### src/sv/bfe_pkg.sv
// Package: shared constants, types and codes for the brace framer with line echo.
`timescale 1ns / 1ps

package bfe_pkg;

  localparam int MSG_SLOTS = 8;
  localparam int SLOT_W    = (MSG_SLOTS > 1) ? $clog2(MSG_SLOTS) : 1;
  localparam int CHAR_W    = 8;
  localparam int POS_W     = 10;
  localparam int FSLOT_W   = 3;
  localparam int CNT_W     = 11;
  localparam logic [CNT_W-1:0] CNT_MAX = {CNT_W{1'b1}};

  localparam logic [CHAR_W-1:0] CH_LBRACE = 8'h7B;
  localparam logic [CHAR_W-1:0] CH_RBRACE = 8'h7D;
  localparam logic [CHAR_W-1:0] CH_LF     = 8'd10;
  localparam logic [CHAR_W-1:0] CH_CR     = 8'd13;
  localparam logic [CHAR_W-1:0] CH_PROMPT = 8'h3E;

  // What a stepped byte turns into on the output side
  typedef enum logic [1:0] {
    KIND_DATA,
    KIND_NL,
    KIND_NL_PROMPT
  } kind_t;

  typedef struct packed {
    kind_t               kind;
    logic [CHAR_W-1:0]   ch;
    logic                done;
    logic [FSLOT_W-1:0]  slot;
    logic [POS_W-1:0]    start;
    logic [POS_W-1:0]    stop;
  } rec_t;

  // Status from the output stage back to the input stage
  typedef struct packed {
    logic free;
  } seq_stat_t;

endpackage

### src/sv/bfe_ifs.sv
// Interfaces: byte input channel and echo/frame result channel.
`timescale 1ns / 1ps

interface bfe_in_if;
  logic                valid;
  logic                ready;
  logic [7:0]          in_char;
  logic [9:0]          position;

  modport source (output valid, output in_char, output position, input ready);
  modport sink   (input valid, input in_char, input position, output ready);
endinterface

interface bfe_out_if;
  logic                valid;
  logic                ready;
  logic [7:0]          out_char;
  logic                frame_done;
  logic [2:0]          frame_slot;
  logic [9:0]          frame_start;
  logic [9:0]          frame_end;
  logic                last;

  modport source (output valid, output out_char, output frame_done, output frame_slot,
                  output frame_start, output frame_end, output last, input ready);
  modport sink   (input valid, input out_char, input frame_done, input frame_slot,
                  input frame_start, input frame_end, input last, output ready);
endinterface

### src/sv/bfe_framer.sv
// Framer: brace counting, frame capture, slot ring and newline-run state.
`timescale 1ns / 1ps

module bfe_framer (
  input  logic                    clk,
  input  logic                    rst,
  input  logic                    step,
  input  logic [bfe_pkg::CHAR_W-1:0] ch,
  input  logic [bfe_pkg::POS_W-1:0]  pos,
  output logic                    emit,
  output bfe_pkg::rec_t           rec
);
  import bfe_pkg::*;

  logic               in_object, in_object_next;
  logic [CNT_W-1:0]   open_count, open_count_next;
  logic [CNT_W-1:0]   close_count, close_count_next;
  logic [POS_W-1:0]   start_pos, start_pos_next;
  logic [POS_W-1:0]   end_pos, end_pos_next;
  logic [SLOT_W-1:0]  slot_index, slot_index_next;
  logic               in_newline_run, in_newline_run_next;

  logic               is_nl;
  logic               done;
  logic [SLOT_W+FSLOT_W-1:0] slot_ext;
  logic               prompt;

  always_comb begin
    in_object_next   = in_object;
    open_count_next  = open_count;
    close_count_next = close_count;
    start_pos_next   = start_pos;
    end_pos_next     = end_pos;
    slot_index_next  = slot_index;
    done             = 1'b0;
    slot_ext         = '0;

    if (!in_object) begin
      if (ch == CH_LBRACE) begin
        in_object_next  = 1'b1;
        start_pos_next  = pos;
        open_count_next = CNT_W'(1);
      end
    end else begin
      if (ch == CH_LBRACE && open_count != CNT_MAX) begin
        open_count_next = open_count + CNT_W'(1);
      end
      if (ch == CH_RBRACE) begin
        end_pos_next = pos;
        if (close_count != CNT_MAX) begin
          close_count_next = close_count + CNT_W'(1);
        end
      end
      if (open_count_next <= close_count_next) begin
        done     = 1'b1;
        slot_ext = {{FSLOT_W{1'b0}}, slot_index};
        if (slot_index == SLOT_W'(MSG_SLOTS - 1)) begin
          slot_index_next = '0;
        end else begin
          slot_index_next = slot_index + SLOT_W'(1);
        end
        in_object_next   = 1'b0;
        open_count_next  = '0;
        close_count_next = '0;
        start_pos_next   = '0;
        end_pos_next     = '0;
      end
    end

    is_nl               = (ch == CH_LF) || (ch == CH_CR);
    in_newline_run_next = is_nl;
    emit                = !(is_nl && in_newline_run);
    prompt              = in_object_next && (open_count_next > close_count_next);

    rec.ch    = ch;
    rec.done  = done;
    rec.slot  = slot_ext[FSLOT_W-1:0];
    rec.start = done ? start_pos : '0;
    rec.stop  = done ? pos : '0;
    if (!is_nl) begin
      rec.kind = KIND_DATA;
    end else if (prompt) begin
      rec.kind = KIND_NL_PROMPT;
    end else begin
      rec.kind = KIND_NL;
    end
  end

  always_ff @(posedge clk) begin
    if (rst) begin
      in_object      <= 1'b0;
      open_count     <= '0;
      close_count    <= '0;
      start_pos      <= '0;
      end_pos        <= '0;
      slot_index     <= '0;
      in_newline_run <= 1'b0;
    end else if (step) begin
      in_object      <= in_object_next;
      open_count     <= open_count_next;
      close_count    <= close_count_next;
      start_pos      <= start_pos_next;
      end_pos        <= end_pos_next;
      slot_index     <= slot_index_next;
      in_newline_run <= in_newline_run_next;
    end
  end

endmodule

### src/sv/bfe_seq.sv
// Output stage: result register that plays out one to three words per byte.
`timescale 1ns / 1ps

module bfe_seq (
  input  logic               clk,
  input  logic               rst,
  input  logic               load,
  input  bfe_pkg::rec_t      load_rec,
  output bfe_pkg::seq_stat_t stat,
  bfe_out_if.source          tx
);
  import bfe_pkg::*;

  logic        b_valid;
  rec_t        b_rec;
  logic [1:0]  idx;
  logic        cur_last;

  always_comb begin
    tx.frame_done  = 1'b0;
    tx.frame_slot  = '0;
    tx.frame_start = '0;
    tx.frame_end   = '0;
    case (b_rec.kind)
      KIND_DATA: begin
        cur_last       = 1'b1;
        tx.out_char    = b_rec.ch;
        tx.frame_done  = b_rec.done;
        tx.frame_slot  = b_rec.slot;
        tx.frame_start = b_rec.start;
        tx.frame_end   = b_rec.stop;
      end
      KIND_NL: begin
        cur_last    = (idx == 2'd1);
        tx.out_char = (idx == 2'd0) ? CH_LF : CH_CR;
      end
      KIND_NL_PROMPT: begin
        cur_last = (idx == 2'd2);
        case (idx)
          2'd0:    tx.out_char = CH_LF;
          2'd1:    tx.out_char = CH_CR;
          default: tx.out_char = CH_PROMPT;
        endcase
      end
      default: begin
        cur_last    = 1'b1;
        tx.out_char = b_rec.ch;
      end
    endcase
    tx.last   = cur_last;
    tx.valid  = b_valid;
    stat.free = !b_valid || (tx.ready && cur_last);
  end

  always_ff @(posedge clk) begin
    if (rst) begin
      b_valid <= 1'b0;
      idx     <= '0;
    end else if (load) begin
      b_valid <= 1'b1;
      idx     <= '0;
    end else if (b_valid && tx.ready) begin
      if (cur_last) begin
        b_valid <= 1'b0;
      end else begin
        idx <= idx + 2'd1;
      end
    end
  end

  always_ff @(posedge clk) begin
    if (load) begin
      b_rec <= load_rec;
    end
  end

endmodule

### src/sv/brace_framer_with_line_echo_top.sv
// Top level: brace framer with line echo, input register feeding framer and output stage.
//
//  channel | dir | payload                                              | handshake
//  --------+-----+------------------------------------------------------+-------------
//  rx      | in  | in_char[7:0], position[9:0]                          | valid/ready
//  tx      | out | out_char[7:0], frame_done, frame_slot[2:0],          | valid/ready
//          |     | frame_start[9:0], frame_end[9:0], last               |
//
//  One byte per cycle sustained while tx is ready. A data byte gives one word; the
//  first CR/LF of a run gives two words (LF, CR) or three (LF, CR, '>') while an
//  object is open, played out one per cycle from the output register while tx is
//  ready, and holds the input stage until the last one is taken. Later CR/LF bytes
//  of a run give no word. Words pass the input register, then the result register.
//  rst is synchronous, active high, and clears framing state, slot ring and both stages.
//  tx stalls back up through the output register; rx still takes one byte into the
//  input register while a word waits.
`timescale 1ns / 1ps

module brace_framer_with_line_echo_top (
  input  logic      clk,
  input  logic      rst,
  bfe_in_if.sink    rx,
  bfe_out_if.source tx
);
  import bfe_pkg::*;

  // Input register stage
  logic               a_valid;
  logic [CHAR_W-1:0]  a_char;
  logic [POS_W-1:0]   a_pos;
  logic               a_move;

  seq_stat_t          seq_stat;
  rec_t               rec;
  logic               emit;

  assign a_move   = a_valid && seq_stat.free;
  assign rx.ready = !a_valid || seq_stat.free;

  always_ff @(posedge clk) begin
    if (rst) begin
      a_valid <= 1'b0;
    end else if (rx.valid && rx.ready) begin
      a_valid <= 1'b1;
    end else if (a_move) begin
      a_valid <= 1'b0;
    end
  end

  always_ff @(posedge clk) begin
    if (rx.valid && rx.ready) begin
      a_char <= rx.in_char;
      a_pos  <= rx.position;
    end
  end

  // Framing state steps once per byte as it leaves the input register
  bfe_framer u_framer (
    .clk  (clk),
    .rst  (rst),
    .step (a_move),
    .ch   (a_char),
    .pos  (a_pos),
    .emit (emit),
    .rec  (rec)
  );

  // Suppressed newline-run bytes never reach the output register
  bfe_seq u_seq (
    .clk      (clk),
    .rst      (rst),
    .load     (a_move && emit),
    .load_rec (rec),
    .stat     (seq_stat),
    .tx       (tx)
  );

endmodule

### src/flat_wrapper.sv
// flat-port wrapper written by rule: the top's interface ports become plain ports
module brace_framer_with_line_echo_top_flat import bfe_pkg::*;
  (clk, rst, rx_valid, rx_in_char, rx_position, rx_ready, tx_valid, tx_out_char, tx_frame_done, tx_frame_slot, tx_frame_start, tx_frame_end, tx_last, tx_ready);
  bfe_in_if rx_i ();
  bfe_out_if tx_i ();
  input  logic clk;
  input  logic rst;
  input wire logic [$bits(rx_i.valid)-1:0] rx_valid;
  input wire logic [$bits(rx_i.in_char)-1:0] rx_in_char;
  input wire logic [$bits(rx_i.position)-1:0] rx_position;
  output wire logic [$bits(rx_i.ready)-1:0] rx_ready;
  output wire logic [$bits(tx_i.valid)-1:0] tx_valid;
  output wire logic [$bits(tx_i.out_char)-1:0] tx_out_char;
  output wire logic [$bits(tx_i.frame_done)-1:0] tx_frame_done;
  output wire logic [$bits(tx_i.frame_slot)-1:0] tx_frame_slot;
  output wire logic [$bits(tx_i.frame_start)-1:0] tx_frame_start;
  output wire logic [$bits(tx_i.frame_end)-1:0] tx_frame_end;
  output wire logic [$bits(tx_i.last)-1:0] tx_last;
  input wire logic [$bits(tx_i.ready)-1:0] tx_ready;
  assign rx_i.valid = rx_valid;
  assign rx_i.in_char = rx_in_char;
  assign rx_i.position = rx_position;
  assign rx_ready = rx_i.ready;
  assign tx_valid = tx_i.valid;
  assign tx_out_char = tx_i.out_char;
  assign tx_frame_done = tx_i.frame_done;
  assign tx_frame_slot = tx_i.frame_slot;
  assign tx_frame_start = tx_i.frame_start;
  assign tx_frame_end = tx_i.frame_end;
  assign tx_last = tx_i.last;
  assign tx_i.ready = tx_ready;
  brace_framer_with_line_echo_top u_core (.clk(clk), .rst(rst), .rx(rx_i), .tx(tx_i));
endmodule
### config.mk
export PLATFORM = sky130hd
export DESIGN_NAME = brace_framer_with_line_echo_top_flat
export DESIGN_NICKNAME = d
export VERILOG_FILES = /design/src/sv/bfe_pkg.sv /design/src/sv/bfe_ifs.sv /design/src/sv/bfe_framer.sv /design/src/sv/bfe_seq.sv /design/src/sv/brace_framer_with_line_echo_top.sv /design/src/flat_wrapper.sv
export SDC_FILE = /design/constraint.sdc
export NUM_CORES = 1
export LEC_CHECK = 0
export BUFFER_PORTS_ARGS = -buffer_cell sky130_fd_sc_hd__buf_2
export CAP_MARGIN = 0
export CELL_PAD_IN_SITES_DETAIL_PLACEMENT = 1
export CELL_PAD_IN_SITES_GLOBAL_PLACEMENT = 1
export CORE_MARGIN = 8
export CORE_UTILIZATION = 25
export CTS_BUF_LIST = sky130_fd_sc_hd__clkbuf_8
export DETAILED_ROUTE_END_ITERATION = 12
export HOLD_SLACK_MARGIN = 0.1
export PLACE_DENSITY = 0.54
export SYNTH_ARGS = -nofsm -noshare
export SYNTH_HDL_FRONTEND = slang
export SYNTH_HIERARCHICAL = 1
export SYNTH_SLANG_ARGS = --single-unit
### constraint.sdc
create_clock -name clk -period 5.4 [get_ports clk]
set_clock_uncertainty 0.1 [all_clocks]
set_input_delay 1.08 -clock clk [delete_from_list [all_inputs] [get_ports clk]]
set_output_delay 1.08 -clock clk [all_outputs]
set_load 0.005 [all_outputs]
==> summary.md, run 1 <==
* run status: finished clean
* average via count per standard cell: 4.88
* crit path max-delay cell type: sky130_fd_sc_hd__or3_4
* CP max stage delay: 0.49 ns
* fraction of registers with async set/reset: 0%
* area of the core: 21,100 um2
* dominant cell type by area after synthesis: sky130_fd_sc_hd__edfxtp_1
* r2r endpoint: u_core/u_seq/b_rec[32]
* port buffer count: 56
* pin count of the biggest net entering global routing: 38
* Critical R2R Launch: u_core/a_char[7]
* Clock Root Buffer: sky130_fd_sc_hd__clkbuf_8
* Worst R2R Path Depth: 18
* total power density per cell area: 208 nW/um2
* maximum clock insertion buffer count: 2
* Post-DP Area: 6120 um2
* wire per inst: 18.0 um
* fraction of final layout cells with drive strength greater than 1: 24.4%
* first-pass GRT wire length: 26,000 um
* Layout Area Growth over Synthesis: 18.8%
* number of vias after detailed routing: 4,427
* EDFF count, synth: 52
* Die Width: 163 um
* Ports: 57
* GRT overflow: 0
* Worst R2R Setup Slack: 0.28 ns
* Final Net Count: 681
* number of warnings issued by yosys: 6
* Die Footprint: 26,500 um2
* Rel. slew slack: 15.0%
* residual DRC count: 0
* number of clock buffers inserted by TritonCTS: 9
* antenna violations before repair: 0
* arrival time at the worst endpoint: 5.17 ns
* Post-CTS Hold Buffers: 0
* Die Span Y: 163 um
* Setup Slack @ Placement: -0.0295 ns
* cell area after technology mapping: 5390 um2
* number of H-tree levels: 3
* fraction of post-synthesis cell area in the top cell type by area: 29.0%
* clock latency on the worst-skew pair: 0.39 ns
* number of cell rows: 53
* endpoint class of the critical path: flip-flop
* post-route cell area: 6400 um2
* worst voltage drop across the vdd grid: 0.0957 mV
* final number of setup-violating endpoints: 0
* ranking of synthesized cells by area: sky130_fd_sc_hd__edfxtp_1 29%, sky130_fd_sc_hd__dfxtp_1 15%, sky130_fd_sc_hd__ha_1 7.4%
* leakage: 2.46 nW
* TritonCTS clock tree: built
* count of pins over their slew limit: 0
* Hold Path Class: reg -> reg
* number of instances in the synthesized netlist: 556
* portion of the post-synthesis area used by sequential elements: 44.2%
* violation count after the first detailed-routing iteration: 166
* Seq cells post-synth: 93
* post-route ant nets: 0
* Post-Synthesis Mean Instance Area: 9.69 um2
* Final HPWL DP: 12,600 um
* combined global-route utilization of all metal layers: 12.5%
* crit path from: u_core/a_char[7]
* Post-Synthesis Net Count: 610
* required time reported for the critical path endpoint: 5.45 ns
* number of violations of the max-capacitance limit: 0
* Initial Util: 25.6%
* placer's final routability congestion estimate: 0.864
* peak fanout along the critical path: 9
* Worst Slack Setup Final: 0.278 ns
* timing endpoint of the critical path: u_core/u_seq/b_rec[32]
* count of filler cells inserted in the layout: 2,461
* number of hold violations in the final report: 0
* Final min period: 5.12 ns
* antenna fix cells: 0
* worst-path cell chain: nand2b_1 > or3_4 > or2_1 > nor2_4 > xnor2_1 > ha_1 > nand3_1 > a2111oi_4 > buf_4 > a211oi_4 > nor3_4 > a221o_1 > ha_1 > nand4_1 > o211ai_1 > a221oi_1 > or4_4 > and2_1
* vias in the first global route: 4,666
* type of the worst setup path: reg -> reg
* post-synthesis cell type count: 75
* fmax: 195 MHz
* Final period util: 94.9%
* Crit path top cell by count: sky130_fd_sc_hd__ha_1
* Pre-antenna DRT Iters: 4
* Worst Setup Start Kind: flip-flop
* clock-pin slew reported for the worst setup and hold paths after clock tree synthesis: 0.10 ns
* worst slew pin tran: 1.27 ns
* Clock Sinks: 93
* main flop type after synthesis: sky130_fd_sc_hd__edfxtp_1
* DRT Wirelength: 16,300 um
-- cells in the mapped netlist (4+ instances only) --
cell type / instances
sky130_fd_sc_hd__nor2_1: 32
sky130_fd_sc_hd__dfxtp_1: 41
sky130_fd_sc_hd__nand3b_1: 4
sky130_fd_sc_hd__and3_1: 8
sky130_fd_sc_hd__nor2b_1: 5
sky130_fd_sc_hd__edfxtp_1: 52
sky130_fd_sc_hd__a32oi_1: 4
sky130_fd_sc_hd__ha_1: 32
sky130_fd_sc_hd__nand3_1: 18
sky130_fd_sc_hd__and2_1: 52
sky130_fd_sc_hd__nand2_1: 48
sky130_fd_sc_hd__mux2i_1: 5
sky130_fd_sc_hd__inv_1: 18
sky130_fd_sc_hd__buf_2: 7
sky130_fd_sc_hd__clkbuf_1: 16
sky130_fd_sc_hd__buf_4: 10
sky130_fd_sc_hd__or2_2: 4
sky130_fd_sc_hd__o21ai_1: 5
sky130_fd_sc_hd__a221o_1: 6
sky130_fd_sc_hd__o21ai_0: 31
sky130_fd_sc_hd__a21o_1: 6
sky130_fd_sc_hd__nand4_1: 9
sky130_fd_sc_hd__a21oi_1: 37
sky130_fd_sc_hd__or4_1: 4
sky130_fd_sc_hd__nand2b_1: 4
sky130_fd_sc_hd__or3_1: 6
sky130_fd_sc_hd__a31oi_1: 4
sky130_fd_sc_hd__xnor2_1: 9
sky130_fd_sc_hd__nor3_1: 12
-- metal layers --
| layer | track usage, % | routed length (um) |
|---|---|---|
| met1 | 14.7 | 7170 |
| met2 | 21.8 | 8030 |
| met3 | 2.53 | 706 |
| met4 | 4.75 | 396 |
| met5 | 0 | 0 |
-- area by class of cell --
cell class	count	area, um2	share of cell area [%]
inverters	19	71.3	1.11
clock buffers	9	124	1.94
multi-input cells	410	2820	44.1
clock inverters	7	80.1	1.25
flip-flops and latches	93	2380	37.2
repair buffers	94	578	9.03
well taps	275	344	5.38
-- registers in the layout (all words and copies together) (netlist names) --
register and cells:
u_core/u_seq/b_rec 34, u_core/u_framer/close_count 11, u_core/u_framer/open_count 11, u_core/a_pos 10
u_core/u_framer/start_pos 10, u_core/a_char 8, u_core/u_framer/slot_index 3, u_core/u_seq/idx 2
u_core/a_valid 1, u_core/u_framer/in_newline_run 1, u_core/u_framer/in_object 1, u_core/u_seq/tx.valid 1
-- worst min path at each step --
stage	cells past startpoint	start	slack, ns	to
2_1_floorplan	2	u_core/u_framer/start_pos[0]	0.35	u_core/u_framer/start_pos[0]
3_3_place_gp	0	u_core/a_char[7]	0.33	u_core/u_seq/b_rec[31]
3_5_place_dp	0	u_core/a_char[7]	0.34	u_core/u_seq/b_rec[31]
4_1_cts	0	u_core/a_char[7]	0.36	u_core/u_seq/b_rec[31]
5_1_grt	0	u_core/a_char[3]	0.38	u_core/u_seq/b_rec[27]
6_report	0	u_core/a_char[7]	0.36	u_core/u_seq/b_rec[31]
-- power by group --
group | internal (W) | switching (W) | total [W]
combinational | 0.0000282 | 0.0000434 | 0.0000716
clock | 0.000184 | 0.000296 | 0.000480
sequential | 0.000768 | 0.00000929 | 0.000777
total | 0.000980 | 0.000349 | 0.00133
-- timing repair --
item | CTS | global route
setup endpoints to repair | 1 | 2
pin swaps | 0 | 2
hold endpoints to repair | 0 | 0
setup buffers | 0 | 2
gates resized for setup | 1 | 11
-- critical path, delay by kind of cell (launching register included) --
kind / cells / cell delay, ns
AO/OA/AOI/OAI: 5 / 1.15
buffers and inverters: 1 / 0.15
XOR/XNOR: 1 / 0.18
flip-flops: 1 / 0.39
adder cells (fa/ha/maj): 2 / 0.60
AND/OR/NAND/NOR: 9 / 2.31
-- cells in the final DEF, fill, tap and decap left out, types with 3 or more instances in the layout --
master	n
sky130_fd_sc_hd__buf_2	56
sky130_fd_sc_hd__edfxtp_1	52
sky130_fd_sc_hd__and2_1	52
sky130_fd_sc_hd__nand2_1	46
sky130_fd_sc_hd__dfxtp_1	41
sky130_fd_sc_hd__buf_4	37
sky130_fd_sc_hd__a21oi_1	35
sky130_fd_sc_hd__nor2_1	32
sky130_fd_sc_hd__ha_1	32
sky130_fd_sc_hd__o21ai_0	31
sky130_fd_sc_hd__inv_1	18
sky130_fd_sc_hd__nand3_1	16
sky130_fd_sc_hd__nor3_1	11
sky130_fd_sc_hd__clkbuf_8	9
sky130_fd_sc_hd__nand4_1	9
sky130_fd_sc_hd__xnor2_1	9
sky130_fd_sc_hd__and3_1	8
sky130_fd_sc_hd__a21o_1	6
sky130_fd_sc_hd__a221o_1	6
sky130_fd_sc_hd__o21ai_1	5
sky130_fd_sc_hd__mux2i_1	5
sky130_fd_sc_hd__or3_1	5
sky130_fd_sc_hd__nor2b_1	5
sky130_fd_sc_hd__a21oi_2	4
sky130_fd_sc_hd__nand2b_1	4
sky130_fd_sc_hd__a31oi_1	4
sky130_fd_sc_hd__nand3b_1	4
sky130_fd_sc_hd__or4_1	4
sky130_fd_sc_hd__nor4_2	4
sky130_fd_sc_hd__or2_2	4
sky130_fd_sc_hd__a32oi_1	4
sky130_fd_sc_hd__nor3_2	3
sky130_fd_sc_hd__nand2_2	3
sky130_fd_sc_hd__a211oi_1	3
sky130_fd_sc_hd__a22o_1	3
sky130_fd_sc_hd__a21boi_0	3
sky130_fd_sc_hd__a22oi_1	3
-- metrics by stage --
stage / power, W / utilization, % / hold WS (ns) / setup TNS [ns] / instances
floorplan: 0.000834 / - / 0.349 / 0 / 556
global placement: 0.000865 / 29.0 / 0.327 / -0.00508 / 889
detailed placement: 0.000867 / 29.0 / 0.341 / -0.0295 / 889
CTS: 0.00135 / 30.0 / 0.357 / 0 / 905
global route: 0.00138 / 30.4 / 0.379 / -0.00814 / 907
finish: 0.00133 / 30.4 / 0.357 / 0 / 907
-- logic make-up (layout without fill, tap and decap cells) --
logic type / Yosys count / after routing / share of synthesized area [%]
and+or+nand+nor: 233 / 233 / 24.7
AOI/OAI and AO/OA: 128 / 128 / 16.1
DFF: 93 / 93 / 44.2
buffers and inverters: 53 / 129 / 4.57
adders and majority gates: 32 / 32 / 7.43
xor gates and xnor gates: 10 / 10 / 1.63
muxes: 7 / 7 / 1.35
No activity file was read; power rests on OpenSTA's default activity.
==> run 2: changes to the inputs <==
--- a/config.mk
+++ b/config.mk
@@ -10,11 +10,11 @@
 export CELL_PAD_IN_SITES_DETAIL_PLACEMENT = 1
 export CELL_PAD_IN_SITES_GLOBAL_PLACEMENT = 1
 export CORE_MARGIN = 8
-export CORE_UTILIZATION = 25
+export CORE_UTILIZATION = 45
 export CTS_BUF_LIST = sky130_fd_sc_hd__clkbuf_8
 export DETAILED_ROUTE_END_ITERATION = 12
 export HOLD_SLACK_MARGIN = 0.1
-export PLACE_DENSITY = 0.54
+export PLACE_DENSITY = 0.84
 export SYNTH_ARGS = -nofsm -noshare
 export SYNTH_HDL_FRONTEND = slang
 export SYNTH_HIERARCHICAL = 1
==> run 2 against run 1 <==
Against the previous run: fmax down 1.4%; global-route usage increased by 7.1 points; routed wire length fell by 6.9%; critical path depth grew 1; via count grew 1.5%; sequential power about the same; register-to-register slack worse by 0.07 ns; power shrank 0.30%; setup slack worse by 0.073 ns; cell count decreased by 15%; largest cell class unchanged; highest routed layer unchanged.
==> summary.md, run 2 (same netlist as run 1, synthesis figures left out) <==
* combined global-route utilization of all metal layers: 19.6%
* worst voltage drop across the vdd grid: 0.138 mV
* run status: finished clean
* r2r endpoint: u_core/u_seq/b_rec[33]
* count of filler cells inserted in the layout: 1,338
* Logic pwr share: 5.4%
* Die Span Y: 125 um
* Hold Path Class: reg -> reg
* sequential share of power: 58.7%
* average via count per standard cell: 5.85
* number of hold violations in the final report: 0
* Worst Setup Start Kind: flip-flop
* residual DRC count: 0
* GRT overflow: 0
* fmax: 192 MHz
* post-route ant nets: 0
* Pre-antenna DRT Iters: 4
* Final period util: 96.2%
* non-filler instance count after layout: 768
* port buffer count: 56
* cell-internal power: 0.00101 W
* maximum clock insertion buffer count: 2
* Die Width: 125 um
* Die Footprint: 15,700 um2
* DRT Wirelength: 15,200 um
* peak fanout along the critical path: 10
* arrival time at the worst endpoint: 5.21 ns
* leakage: 2.42 nW
* Setup Slack @ Placement: 0.0618 ns
* first-pass GRT wire length: 24,800 um
* switching power: 0.000312 W
* antenna violations before repair: 0
* clock-pin slew reported for the worst setup and hold paths after clock tree synthesis: 0.10 ns
* number of flip-flops under the largest register name: 34
* count of pins over their slew limit: 0
* number of violations of the max-capacitance limit: 0
* Final HPWL DP: 11,700 um
* largest registers in the final layout: u_core/u_seq/b_rec x34, u_core/u_framer/close_count x11, u_core/u_framer/open_count x11
* worst-case hold slack: 0.380 ns
* total power density per cell area: 215 nW/um2
* Post-CTS Hold Buffers: 0
* Rel. slew slack: 46.6%
* pin count of the biggest net entering global routing: 38
* Initial Util: 45.4%
* number of H-tree levels: 3
* type of the worst setup path: reg -> reg
* area of the core: 11,900 um2
* Worst R2R Path Depth: 19
* post-route cell area: 6160 um2
* Worst R2R Setup Slack: 0.20 ns
* number of vias after detailed routing: 4,494
* vias in the first global route: 4,888
* fraction of final layout cells with drive strength greater than 1: 24.0%
* commonest non-fill, non-tap cell in the layout: sky130_fd_sc_hd__buf_2
* placed insts: 747
* clock latency on the worst-skew pair: 0.37 ns
* Layout Area Growth over Synthesis: 14.2%
* violation count after the first detailed-routing iteration: 313
* Worst Hold End: u_core/u_framer/start_pos[0]
* number of clock buffers inserted by TritonCTS: 9
* Post-DP Area: 5840 um2
* start point of the worst min-delay path: u_core/u_framer/start_pos[0]
* Worst Slack Setup Final: 0.205 ns
* TritonCTS clock tree: built
* wire per inst: 19.8 um
* Ports: 57
* placer's final routability congestion estimate: 0.973
* number of cell rows: 40
* register with the highest flop count: u_core/u_seq/b_rec
* Setup TNS: 0 ns
* worst slew pin tran: 0.800 ns
* power share of the clock group: 35.9%
* Min-Delay Path Depth: 2
* Clock Root Buffer: sky130_fd_sc_hd__clkbuf_8
* Critical R2R Launch: u_core/a_char[2]
* antenna fix cells: 0
* endpoint class of the critical path: flip-flop
* Final Net Count: 670
* Clock Sinks: 93
* required time reported for the critical path endpoint: 5.42 ns
* final number of setup-violating endpoints: 0
* Final min period: 5.20 ns
* switching share of total power: 23.5%
* commonest cells after routing, fill and taps aside: 56 x sky130_fd_sc_hd__buf_2, 52 x sky130_fd_sc_hd__edfxtp_1, 52 x sky130_fd_sc_hd__and2_1, 48 x sky130_fd_sc_hd__nand2_1, 38 x sky130_fd_sc_hd__dfxtp_1
run 2: changes by cell type in the layout (fill, tap and decap cells not counted), sizes merged:
cell / delta
bufinv: +1
clkinv: -2
buf: -11
clkinvlp: +1
run 2: routing by layer:
layer | GRT usage [%] | part of all wire [%] | up-vias
met4 | 9.31 | 3.7 | 0
met2 | 33.3 | 49 | 120
li1 | - | - | 2131
met5 | 0 | 0 | -
met1 | 22.5 | 42 | 2203
met3 | 5.14 | 5.8 | 40
run 2: how the worst max path moves through the flow:
| stage | from | end | slack, ns | depth (start not counted) |
|---|---|---|---|---|
| final | u_core/a_char[2] | u_core/u_seq/b_rec[33] | 0.20 | 19 |
| after global routing | u_core/u_framer/open_count[0] | u_core/u_seq/b_rec[33] | -0.03 | 21 |
| after global placement | u_core/u_framer/open_count[0] | u_core/u_seq/b_rec[32] | 0.28 | 20 |
| after detailed placement | u_core/u_framer/open_count[0] | u_core/u_seq/b_rec[32] | 0.06 | 20 |
| after CTS | u_core/u_framer/open_count[0] | u_core/u_seq/b_rec[32] | 0.02 | 20 |
| after floorplan | u_core/u_framer/open_count[0] | u_core/u_seq/b_rec[32] | 0.58 | 21 |
run 2: worst max-delay path, cell delays in order, from the launching register on:
cell and delay (ns):
sky130_fd_sc_hd__edfxtp_1 0.44, sky130_fd_sc_hd__nand2b_1 0.27, sky130_fd_sc_hd__nor3_1 0.52, sky130_fd_sc_hd__nand3_1 0.23, sky130_fd_sc_hd__xnor2_1 0.19, sky130_fd_sc_hd__ha_1 0.34, sky130_fd_sc_hd__a21oi_1 0.27, sky130_fd_sc_hd__a2111oi_4 0.13
sky130_fd_sc_hd__buf_4 0.16, sky130_fd_sc_hd__a211oi_4 0.34, sky130_fd_sc_hd__nor3_4 0.14, sky130_fd_sc_hd__and3_1 0.20, sky130_fd_sc_hd__a221o_1 0.31, sky130_fd_sc_hd__ha_1 0.22, sky130_fd_sc_hd__a211o_1 0.30, sky130_fd_sc_hd__a21oi_1 0.12
sky130_fd_sc_hd__o211ai_1 0.10, sky130_fd_sc_hd__a221oi_1 0.34, sky130_fd_sc_hd__or4_4 0.19, sky130_fd_sc_hd__nor3_2 0.04
run 2: power groups by stage:
| stage | clock network (W) | registers, W | logic, W |
|---|---|---|---|
| final | 0.000475 | 0.000778 | 0.0000718 |
| after global routing | 0.000516 | 0.000781 | 0.0000797 |
| after CTS | 0.000487 | 0.000779 | 0.0000717 |
| after detailed placement | 0 | 0.000795 | 0.0000715 |
| after global placement | 0 | 0.000792 | 0.0000685 |
| after floorplan | 0 | 0.000790 | 0.0000443 |
run 2: timing repair:
action,CTS,global route
buffers inserted,0,5
setup endpoints to repair,0,2
resized for setup,0,19
run 2: area by class of cell:
class                      count  area [um2]  share of cell area [%]
multi-input combinational    410        2830                    46.0
sequential                    93        2390                    38.8
timing repair buffer          83         483                    7.85
tap                          147         184                    2.99
clock buffer                   9         124                    2.01
clock inverter                 7        75.1                    1.22
inverter                      19        71.3                    1.16
run 2: per-stage QoR:
step / util (%) / power (W)
global route: 51.9 / 0.00138
floorplan: - / 0.000834
global placement: 49.3 / 0.000861
CTS: 50.9 / 0.00134
detailed placement: 49.3 / 0.000866
finish: 51.9 / 0.00133
